`src/rtl/assert_macros.svh`:
```
// Assertion macros for the ordered list core.
`ifndef ASSERT_MACROS_SVH
`define ASSERT_MACROS_SVH

`ifndef SYNTH
`define POL_ASSERT(lbl, clk, rst_n, prop, msg) \
	lbl: assert property (@(posedge clk) disable iff (!rst_n) (prop)) else $error(msg);
`define POL_ASSERT_IMP(lbl, clk, rst_n, ante, cons, msg) \
	lbl: assert property (@(posedge clk) disable iff (!rst_n) (ante) |-> (cons)) else $error(msg);
`else
`define POL_ASSERT(lbl, clk, rst_n, prop, msg)
`define POL_ASSERT_IMP(lbl, clk, rst_n, ante, cons, msg)
`endif

`endif

```
`src/rtl/pol_pkg.sv`:
```
// Types and constants for the ordered list core.
package pol_pkg;

	localparam int CAPACITY_DEF   = 64;
	localparam int DATA_WIDTH_DEF = 32;

	typedef enum logic [2:0] {
		OP_INS_HEAD = 3'd0,
		OP_INS_TAIL = 3'd1,
		OP_INS_POS  = 3'd2,
		OP_DEL_HEAD = 3'd3,
		OP_DEL_TAIL = 3'd4,
		OP_DEL_POS  = 3'd5,
		OP_SEARCH   = 3'd6,
		OP_NOP      = 3'd7
	} op_t;

	typedef enum logic [1:0] {
		ST_OK     = 2'd0,
		ST_BADPOS = 2'd1,
		ST_EMPTY  = 2'd2,
		ST_FULL   = 2'd3
	} status_t;

	typedef enum logic [2:0] {
		S_IDLE,
		S_DECIDE,
		S_SHIFT_RD,
		S_SHIFT_WR,
		S_PUT,
		S_TAKE,
		S_SCAN_RD,
		S_SCAN_CMP
	} state_t;

	typedef struct packed {
		op_t                op;
		logic signed [31:0] value;
		logic [7:0]         position;
	} in_t;

	typedef struct packed {
		status_t    status;
		logic       found;
		logic [6:0] found_position;
		logic [6:0] length;
	} out_t;

endpackage

```
`src/rtl/positional_ordered_list_core.sv`:
```
// Ordered list of signed values with positional insert, delete and search.
//
// Usage:
//   A command is transferred on the rising edge where start is high and busy
//   is low. busy stays high until the command is finished; then done pulses
//   for one cycle with the result (status, found, found_position, length).
//   Entries live in a single-port-read, single-port-write memory with
//   registered read data; every entry move or compare takes a read state
//   followed by a write or compare state.
//   Inserts pass through decide, a read and a write state per entry moved,
//   then put; deletes through decide, the same shift states, then take;
//   a search through decide, then a read and a compare state per entry.
//   A rejected command (full, empty, bad position), a search of an empty
//   list and op 7 finish in the decide state.
//   A new command is taken only while busy is low, so commands do not
//   overlap; the next one may be transferred in the done cycle itself,
//   since busy falls together with done.
//   Reset empties the list at once; entry contents are left as they are and
//   are never read beyond the current length. The result receiver cannot
//   stall: each result is flagged by done for exactly one cycle.
module positional_ordered_list_core #(
	parameter int CAPACITY   = pol_pkg::CAPACITY_DEF,
	parameter int DATA_WIDTH = pol_pkg::DATA_WIDTH_DEF
) (
	input  logic           clk,
	input  logic           arst_n,
	input  logic           start,
	output logic           busy,
	input  pol_pkg::in_t   cmd,
	output logic           done,
	output pol_pkg::out_t  result
);

`include "assert_macros.svh"

	localparam int CW   = $clog2(CAPACITY + 1);
	localparam int AW   = $clog2(CAPACITY);
	localparam int CMPW = ((CW > 8) ? CW : 8) + 1;
	localparam logic [CW-1:0] CAP_CW = CW'(CAPACITY);

	pol_pkg::state_t        state_q, state_d;
	pol_pkg::op_t           op_q;
	logic [DATA_WIDTH-1:0]  val_q;
	logic [7:0]             pos_q;
	logic [CW-1:0]          count_q, count_d;
	logic [CW-1:0]          cur_q, cur_d;
	logic [CW-1:0]          idx_q, idx_d;
	logic                   del_q, del_d;
	pol_pkg::out_t          res_q, res_d;
	logic                   done_q, done_d;

	logic [DATA_WIDTH-1:0]  mem [CAPACITY];
	logic [DATA_WIDTH-1:0]  rdata_q;
	logic [CW-1:0]          rd_idx;
	logic                   we;
	logic [CW-1:0]          wr_idx;
	logic [DATA_WIDTH-1:0]  wdata;

	logic signed [63:0]     val_ext;
	logic [CMPW-1:0]        pos_ext, cnt_ext;

	assign busy    = (state_q != pol_pkg::S_IDLE);
	assign done    = done_q;
	assign result  = res_q;
	assign val_ext = 64'(cmd.value);
	assign pos_ext = CMPW'(pos_q);
	assign cnt_ext = CMPW'(count_q);

	always_ff @(posedge clk or negedge arst_n) begin
		if (!arst_n) begin
			state_q <= pol_pkg::S_IDLE;
			count_q <= '0;
			done_q  <= 1'b0;
		end else begin
			state_q <= state_d;
			count_q <= count_d;
			done_q  <= done_d;
		end
	end

	always_ff @(posedge clk) begin
		if (start && !busy) begin
			op_q  <= cmd.op;
			val_q <= val_ext[DATA_WIDTH-1:0];
			pos_q <= cmd.position;
		end
		cur_q <= cur_d;
		idx_q <= idx_d;
		del_q <= del_d;
		res_q <= res_d;
	end

	always_ff @(posedge clk) begin
		if (we) begin
			mem[wr_idx[AW-1:0]] <= wdata;
		end
		rdata_q <= mem[rd_idx[AW-1:0]];
	end

	always_comb begin
		logic [CW-1:0] tgt;
		logic          ok;
		tgt     = '0;
		ok      = 1'b1;
		state_d = state_q;
		count_d = count_q;
		cur_d   = cur_q;
		idx_d   = idx_q;
		del_d   = del_q;
		res_d   = res_q;
		done_d  = 1'b0;
		we      = 1'b0;
		wr_idx  = cur_q;
		wdata   = rdata_q;
		rd_idx  = cur_q;
		unique case (state_q)
			pol_pkg::S_IDLE: begin
				if (start) begin
					state_d = pol_pkg::S_DECIDE;
				end
			end
			pol_pkg::S_DECIDE: begin
				res_d.status         = pol_pkg::ST_OK;
				res_d.found          = 1'b0;
				res_d.found_position = '0;
				res_d.length         = 7'(count_q);
				unique case (op_q) inside
					pol_pkg::OP_INS_HEAD, pol_pkg::OP_INS_TAIL, pol_pkg::OP_INS_POS: begin
						if (count_q == CAP_CW) begin
							res_d.status = pol_pkg::ST_FULL;
							ok = 1'b0;
						end else if (op_q == pol_pkg::OP_INS_HEAD) begin
							tgt = '0;
						end else if (op_q == pol_pkg::OP_INS_TAIL) begin
							tgt = count_q;
						end else if (pos_ext == '0 || pos_ext > cnt_ext + 1'b1) begin
							res_d.status = pol_pkg::ST_BADPOS;
							ok = 1'b0;
						end else begin
							tgt = CW'(pos_ext - 1'b1);
						end
						if (ok) begin
							idx_d   = tgt;
							cur_d   = count_q;
							del_d   = 1'b0;
							state_d = (count_q > tgt) ? pol_pkg::S_SHIFT_RD : pol_pkg::S_PUT;
						end else begin
							state_d = pol_pkg::S_IDLE;
							done_d  = 1'b1;
						end
					end
					pol_pkg::OP_DEL_HEAD, pol_pkg::OP_DEL_TAIL, pol_pkg::OP_DEL_POS: begin
						if (op_q == pol_pkg::OP_DEL_POS) begin
							if (pos_ext == '0 || pos_ext > cnt_ext) begin
								res_d.status = pol_pkg::ST_BADPOS;
								ok = 1'b0;
							end else begin
								tgt = CW'(pos_ext - 1'b1);
							end
						end else if (count_q == '0) begin
							res_d.status = pol_pkg::ST_EMPTY;
							ok = 1'b0;
						end else begin
							tgt = (op_q == pol_pkg::OP_DEL_HEAD) ? '0 : count_q - 1'b1;
						end
						if (ok) begin
							cur_d   = tgt;
							del_d   = 1'b1;
							state_d = ((CMPW'(tgt) + 1'b1) < cnt_ext) ? pol_pkg::S_SHIFT_RD
								: pol_pkg::S_TAKE;
						end else begin
							state_d = pol_pkg::S_IDLE;
							done_d  = 1'b1;
						end
					end
					pol_pkg::OP_SEARCH: begin
						cur_d = '0;
						if (count_q == '0) begin
							state_d = pol_pkg::S_IDLE;
							done_d  = 1'b1;
						end else begin
							state_d = pol_pkg::S_SCAN_RD;
						end
					end
					pol_pkg::OP_NOP: begin
						state_d = pol_pkg::S_IDLE;
						done_d  = 1'b1;
					end
				endcase
			end
			pol_pkg::S_SHIFT_RD: begin
				rd_idx  = del_q ? cur_q + 1'b1 : cur_q - 1'b1;
				state_d = pol_pkg::S_SHIFT_WR;
			end
			pol_pkg::S_SHIFT_WR: begin
				we = 1'b1;
				if (del_q) begin
					cur_d   = cur_q + 1'b1;
					state_d = ((CMPW'(cur_q) + 2'd2) < cnt_ext) ? pol_pkg::S_SHIFT_RD
						: pol_pkg::S_TAKE;
				end else begin
					cur_d   = cur_q - 1'b1;
					state_d = ((cur_q - 1'b1) > idx_q) ? pol_pkg::S_SHIFT_RD : pol_pkg::S_PUT;
				end
			end
			pol_pkg::S_PUT: begin
				we           = 1'b1;
				wr_idx       = idx_q;
				wdata        = val_q;
				count_d      = count_q + 1'b1;
				res_d.length = 7'(count_q + 1'b1);
				state_d      = pol_pkg::S_IDLE;
				done_d       = 1'b1;
			end
			pol_pkg::S_TAKE: begin
				count_d      = count_q - 1'b1;
				res_d.length = 7'(count_q - 1'b1);
				state_d      = pol_pkg::S_IDLE;
				done_d       = 1'b1;
			end
			pol_pkg::S_SCAN_RD: begin
				state_d = pol_pkg::S_SCAN_CMP;
			end
			pol_pkg::S_SCAN_CMP: begin
				if (rdata_q == val_q) begin
					res_d.found          = 1'b1;
					res_d.found_position = 7'(cur_q + 1'b1);
					state_d              = pol_pkg::S_IDLE;
					done_d               = 1'b1;
				end else if ((CMPW'(cur_q) + 1'b1) < cnt_ext) begin
					cur_d   = cur_q + 1'b1;
					state_d = pol_pkg::S_SCAN_RD;
				end else begin
					state_d = pol_pkg::S_IDLE;
					done_d  = 1'b1;
				end
			end
		endcase
	end

	`POL_ASSERT_IMP(a_start_busy, clk, arst_n, start && !busy, ##1 busy, "transfer did not raise busy")
	`POL_ASSERT_IMP(a_done_idle, clk, arst_n, done, !busy, "done while still busy")
	`POL_ASSERT_IMP(a_done_len, clk, arst_n, done, result.length == 7'(count_q), "length mismatch")
	`POL_ASSERT(a_cnt_cap, clk, arst_n, count_q <= CAP_CW, "entry count above capacity")
	`POL_ASSERT_IMP(a_we_busy, clk, arst_n, we, busy, "memory write while idle")

endmodule

```
`config.mk`:
```
export PLATFORM = sky130hd
export DESIGN_NAME = positional_ordered_list_core
export DESIGN_NICKNAME = d
export VERILOG_FILES = /design/src/rtl/pol_pkg.sv /design/src/rtl/positional_ordered_list_core.sv
export VERILOG_INCLUDE_DIRS = /design/src /design/src/rtl
export SDC_FILE = /design/constraint.sdc
export NUM_CORES = 2
export LEC_CHECK = 0
export BUFFER_PORTS_ARGS = -buffer_cell sky130_fd_sc_hd__buf_2
export CAP_MARGIN = 20
export CELL_PAD_IN_SITES_DETAIL_PLACEMENT = 1
export CELL_PAD_IN_SITES_GLOBAL_PLACEMENT = 1
export CORE_UTILIZATION = 44
export CTS_CLUSTER_SIZE = 12
export DETAILED_ROUTE_END_ITERATION = 8
export PLACE_DENSITY = 0.65
export SLEW_MARGIN = 40
export SYNTH_ARGS = -nofsm -noshare
export SYNTH_HDL_FRONTEND = slang
export SYNTH_SLANG_ARGS = --single-unit
```
`constraint.sdc`:
```
create_clock -name clk -period 9.75 [get_ports clk]
set_clock_uncertainty 0.15 [all_clocks]
set_input_delay 0.975 -clock clk [delete_from_list [all_inputs] [get_ports clk]]
set_output_delay 0.975 -clock clk [all_outputs]
set_load 0.05 [all_outputs]
```
; ---- Word-level counts from Yosys, hierarchy flattened
; Memory sizes are Yosys's and may differ from the RTL's. A register that Yosys moved wholly into a read port is not among the register bits.
; Cells that the tools add are included.
[op_classes]
n_mux = 71
add_sub_neg = 9
n_lt_le_gt_ge = 7
n_eq_ne = 25
n_reduce_logical = 22
[op_table]
columns = cell, n
row1 = 7-bit 2-to-1 mux, 17
row2 = 7-bit case mux with 3 select lines, 3
row3 = 3-bit 2-to-1 mux, 11
row4 = 32-bit equality test, 1
row5 = 32-bit 2-to-1 mux, 1
row6 = "7-bit by 1-bit adder with 8-bit output, second input constant", 3
row7 = "3-bit equality test, second input constant", 8
row8 = 8-bit by 7-bit < comparator with 1-bit output, 3
row9 = 1-bit 2-to-1 mux, 24
row10 = 3-bit case mux with 7 select lines, 1
row11 = "7-bit by 1-bit subtractor with 7-bit output, second input constant", 3
row12 = 8-bit case mux with 2 select lines, 1
row13 = "7-bit by 1-bit adder with 7-bit output, second input constant", 2
row14 = 7-bit greater-than comparator, 2
row15 = 7-bit case mux with 2 select lines, 1
row16 = "3-bit by 2-bit equality test with 1-bit output, second input constant", 4
row17 = 6-bit 2-to-1 mux, 2
row18 = "2-bit inequality test, second input constant", 6
row19 = 3-bit case mux with 4 select lines, 1
row20 = 9-bit zero test, 1
row21 = 3-bit nonzero test, 3
row22 = "7-bit by 2-bit adder with 8-bit output, second input constant", 1
row23 = 8-bit by 7-bit greater-than comparator with 1-bit output, 1
row24 = 8-bit greater-than comparator, 1
row25 = 22 further kinds, 33
[word_totals]
mem_bits_rw = 2048
word_cells = 148
in_bits = 46
register_bits = 86
output_inout_bits = 19
memories = 1
[mem_list]
columns = memory, depth, word_bits, read_ports, rd_ports_with_merged_regs, write_ports, line
row1 = mem, 64, 32, 1, 1, 1, positional_ordered_list_core.sv:52  ; logic [DATA_WIDTH-1:0] mem [CAPACITY];

; ---- Longest topological paths before layout
[depth]
ltp_word = 14
ltp_mapped = 21
depth_no_buf = 19

; ---- Worst setup path before layout
; OpenSTA, ideal clock, no wires.
[synth_timing]
path_type = flip-flop to flip-flop
from = register count_q[0]
to = register state_q[1]
stages_incl_launch_ff = 19
setup_ps = 87
t_required_ps = 9513
period_less_slack_ps = 4240
arrival_time_ps = 4004
n_path_buf = 1
setup_slack_ps = 5510
path_cell_list = dfrtp_1 > clkbuf_1 > inv_1 > ha_1 > nor3b_1 > a32o_1 > nor2_1 > a21oi_1 > a21oi_1 > ha_1 > xnor2_1 > ha_1 > a21o_1 > a21o_1 > a21o_1 > a21o_1 > a221o_1 > a31o_2 > o211ai_1
[synth_between]
elab_chain_cells = 14
word_cells_on_any_way = 47
classes_between = 3 x add/sub / 6 x order compare / 1 x eq/ne / 34 x mux / 3 x reduce/logical
[synth_lines]
columns = item, line
row1 = from (decl), positional_ordered_list_core.sv:45  ; logic [CW-1:0] count_q, count_d;
row2 = from (signal assigned), positional_ordered_list_core.sv:76  ; count_q <= count_d;
row3 = 7-bit by 1-bit adder with 8-bit output, positional_ordered_list_core.sv:136  ; end else if (pos_ext == '0 || pos_ext > cnt_ext + 1'b1) begin
row4 = 8-bit greater-than comparator, positional_ordered_list_core.sv:136
row5 = 1-bit logical OR, positional_ordered_list_core.sv:136
row6 = 7-bit 2-to-1 mux, positional_ordered_list_core.sv:136
row7 = 7-bit 2-to-1 mux, positional_ordered_list_core.sv:134  ; end else if (op_q == pol_pkg::OP_INS_TAIL) begin
row8 = 7-bit 2-to-1 mux, positional_ordered_list_core.sv:132  ; end else if (op_q == pol_pkg::OP_INS_HEAD) begin
row9 = 7-bit 2-to-1 mux, positional_ordered_list_core.sv:129  ; if (count_q == CAP_CW) begin
row10 = 7-bit 2-to-1 mux, positional_ordered_list_core.sv:127  ; unique case (op_q) inside
row11 = 7-bit 2-to-1 mux, positional_ordered_list_core.sv:116  ; unique case (state_q)
row12 = 7-bit greater-than comparator, positional_ordered_list_core.sv:146  ; state_d = (count_q > tgt) ? pol_pkg::S_SHIFT_RD : pol_pkg::S_PUT;
row13 = 3-bit 2-to-1 mux, positional_ordered_list_core.sv:146
row14 = 3-bit 2-to-1 mux, positional_ordered_list_core.sv:142  ; if (ok) begin
row15 = 3-bit case mux with 4 select lines, positional_ordered_list_core.sv:127
row16 = 3-bit case mux with 7 select lines (*), positional_ordered_list_core.sv:116
row17 = to (signal assigned), positional_ordered_list_core.sv:71  ; state_q <= pol_pkg::S_IDLE;
row18 = to (signal assigned), positional_ordered_list_core.sv:75  ; state_q <= state_d;
row19 = to (decl), positional_ordered_list_core.sv:41  ; pol_pkg::state_t state_q, state_d;
; Every way passes the cells marked *; elsewhere a longest branch is shown, timed or not. The select of a mux whose other input is x is not followed.
; A chain may end at the register's enable or synchronous reset.

; ---- Worst setup path after layout
[layout_timing]
from = register cur_q[0]
to = register rdata_q[6] (read register of mem)
[layout_between]
elab_chain_cells = 3
word_cells_on_any_way = 4
classes_between = 2 x add/sub / 2 x mux
[layout_lines]
columns = item, line
row1 = from (decl), positional_ordered_list_core.sv:46  ; logic [CW-1:0] cur_q, cur_d;
row2 = from (signal assigned), positional_ordered_list_core.sv:87  ; cur_q <= cur_d;
row3 = 7-bit by 1-bit subtractor with 7-bit output or 7-bit by 1-bit adder with 7-bit output (tied branches), n/a
row4 = 7-bit 2-to-1 mux, n/a
row5 = 6-bit 2-to-1 mux (*), positional_ordered_list_core.sv:116
row6 = to (decl), positional_ordered_list_core.sv:53  ; logic [DATA_WIDTH-1:0] rdata_q;
; Every way passes the cells marked *; elsewhere a longest branch is shown, timed or not.

==> flow_metrics.env <==
export IMPL_r2r_start="cur_q[0]"
export IMPL_maxSlewHeadroom_pct=36.64
export IMPL_routed_wl_met2_um=132800
export IMPL_area_growth_pct=12.62
export IMPL_final_setup_viol_count=0
export IMPL_drive_above_1_share_pct=12.11
export IMPL_crit_fanout=80
export IMPL_fin_cells=8243
export IMPL_yosys_top_cells_area="edfxtp_1 (75%), nand2_1 (3.7%), o22ai_1 (3.5%)"
export IMPL_dieHeight_um=441.3
export IMPL_dp_hpwl_um=151800
export IMPL_netSwitchingPower_mw=15.22
export IMPL_finalHoldViolations=0
export IMPL_slew_violations=0
export IMPL_avgViaCountPerCell=6.547
export IMPL_grt_pass1_wl_um=401700
export IMPL_worstRegToRegCells=10
export IMPL_finalCritPeriodShare_pct=56.67
export IMPL_io_buffer_count=64
export IMPL_holdPathEnd="val_q[16]"
export IMPL_fin_util_pct=50.07
export IMPL_drtIter0Drc=6592
export IMPL_ys_types=82
export IMPL_swShare_pct=42.25
export IMPL_worstMarginPinSlew_ns=0.9436
export IMPL_start_util_pct=44.46
export IMPL_synth_edf_count=2123
export IMPL_pwr_share_comb_pct=43.1
export IMPL_clkPwrFrac_pct=21.9
export IMPL_ys_ff_latch=2166
export IMPL_yosysMostFrequentCell="edfxtp_1"
export IMPL_fin_nets=5669
export IMPL_yosys_warnings=0
export IMPL_synth_avg_cell_area_um2=15.45
export IMPL_grt_pass1_vias=54430
export IMPL_met3_length_um=21770
export IMPL_cts_buffer_depth=3
export IMPL_htree_levels=4
export IMPL_power_density_nw_per_um2=376.8
export IMPL_max_clock_freq_ghz=0.1810
export IMPL_min_from="cmd[24]"
export IMPL_antenna_found_initial=4
export IMPL_clk_latency_ns=0.87
export IMPL_grt_overflow=0
export IMPL_hold_path_depth=1
export IMPL_cp_start_kind="flop"
export IMPL_cp_required_ns=10.36
export IMPL_cts_num_sinks=2166
export IMPL_rrSetupSlack_ns=4.22
export IMPL_yosys_most_used_dff="edfxtp_1"
export IMPL_top_layer="met4"
export IMPL_regToRegEndpoint="rdata_q[6]"
export IMPL_seq_area_frac_synth_pct=76.16
export IMPL_vias=53970
export IMPL_synth_nets=5597
export IMPL_clk_pin_slew_ns=0.06
export IMPL_worstPathArrival_ns=6.14
export IMPL_place_gp_congestion=0.8626
export IMPL_drtPass1Iterations=5
export IMPL_timing_max_cap_violations=0
export IMPL_drt_wl_total_um=283400
export IMPL_rsz0062_at_grt="false"
export IMPL_synth_async_sr_flop_share_pct=0.5078
export IMPL_synth_top_area_share_pct=75.08
export IMPL_placedCellCount=7856
export IMPL_rows=160
export IMPL_path_class="flop to flop"
export IMPL_netlist_top_cells_count="edfxtp_1 (2123), nand2_1 (834), o22ai_1 (474)"
export IMPL_root_buffer="clkbuf_16"
export IMPL_cts_tree="yes"
export IMPL_power_leakage_nw=30.37
export IMPL_grtUsageTotal_pct=28.88
export IMPL_core_um2=191000
export IMPL_pwr_share_seq_pct=35.0
export IMPL_ant_nets=0
export IMPL_status="finished clean"
export IMPL_grt_max_degree=122
export IMPL_setup_tns_ns=0
export IMPL_pin_count=65
export IMPL_period_needed_ns=5.526
export IMPL_m1WireLength_um=115900
export IMPL_dieArea_um2=194700
export IMPL_hold_path_class="input pin to flop"
export IMPL_die_w_um=441.3
export IMPL_synthCells=5494
export IMPL_netlist_area_um2=84910
export IMPL_worst_setup_path_end_kind="flop"
export IMPL_drc=0
export IMPL_irDropWorstVdd_mv=0.5188
export IMPL_post_drt_wl_per_cell_um=34.38
export IMPL_p_int_mw=20.81
export IMPL_cts_buffers=217
export IMPL_synth_top_area_cell="edfxtp_1"
-- what timing repair did --
action	in CTS	in global routing
endpoints found under the hold margin	11	0
hold buffers	1	0
gates resized for setup	0	0
buffers inserted	0	0
-- metrics by stage --
step           setup slack, ns  total power, mW  area [um^2]  hold WS, ns
3_3_place_gp             4.146            27.69        88750       0.6112
6_report                 4.224            36.03        95620       0.1351
5_1_grt                  3.943            37.13        95620       0.1135
4_1_cts                  4.179            35.92        95560      0.08622
3_5_place_dp             4.179            28.09        89040       0.6248
2_1_floorplan            5.510            21.83        84910       0.5210
-- kinds of logic after synthesis --
logic type,after synthesis,synth area share [%]
AOI/OAI and AO/OA,1313,10.99
xor gates and xnor gates,81,0.8355
adders and majority gates,57,0.8400
buffers and inverters,420,2.140
DFF,2166,76.16
muxes,216,2.633
and+or+nand+nor,1241,6.394
-- power by group through the flow --
stage	registers, mW	clock network, mW	logic [mW]
6_report	12.6	7.88	15.5
3_5_place_dp	12.8	0	15.3
2_1_floorplan	12.6	0	9.19
4_1_cts	12.6	7.96	15.4
5_1_grt	12.6	8.24	16.3
3_3_place_gp	12.8	0	14.9
-- registers in the layout (all words and copies together) (netlist names) --
register  cells
val_q        32
pos_q         8
mem        2048
rdata_q      32
op_q          3
result       17
count_q       7
done          1
cur_q         7
state_q       3
del_q         1
idx_q         7
-- critical path, stage by stage (launching register included) --
cell and delay, ns:
edfxtp_1 0.82, inv_1 0.10, ha_1 0.39, xnor2_1 0.70, mux2_8 0.84, buf_4 0.79, nand2_1 0.16, a31oi_1 0.26
a211oi_1 0.12, or4_1 0.74, nor4_2 0.25
-- cell usage in the layout, fill, tap and decap left out, drive strengths merged, types with 64 or more instances in the layout --
cell | synthesis | final
buf | 198 | 234
a311oi | 126 | 126
o22ai | 474 | 474
edfxtp | 2123 | 2123
a211oi | 142 | 142
nor2 | 125 | 125
mux2i | 157 | 157
nand2 | 835 | 835
xnor2 | 72 | 72
clkbuf | 184 | 326
a31oi | 225 | 225
nor3 | 64 | 64
a221oi | 82 | 82
-- layout make-up --
type | instances | area (um^2)
flip-flops and latches | 2166 | 64670
clock buffers | 326 | 5981
clock inverters | 58 | 526.8
repair buffers | 235 | 1897
fillers | 18090 | 95360
multi-input cells | 2908 | 19260
well taps | 2511 | 3142
diodes | 1 | 2.502
inverters | 38 | 142.6
-- worst max path at each step --
stage,cells after the start,end,slack [ns],start
3_5_place_dp,11,rdata_q[30],4.18,cur_q[0]
6_report,10,rdata_q[6],4.22,cur_q[0]
5_1_grt,10,rdata_q[0],3.94,cur_q[0]
4_1_cts,10,rdata_q[6],4.18,cur_q[0]
3_3_place_gp,10,rdata_q[15],4.15,cur_q[0]
2_1_floorplan,18,state_q[1],5.51,count_q[0]
-- metal layers --
metal	GRT usage [%]	vias to the layer above
li1	-	22180
met2	45.72	2601
met4	12.46	0
met3	4.014	517
met5	0	-
met1	40.02	28670
Note: power is estimated with default switching activity, not from simulation.
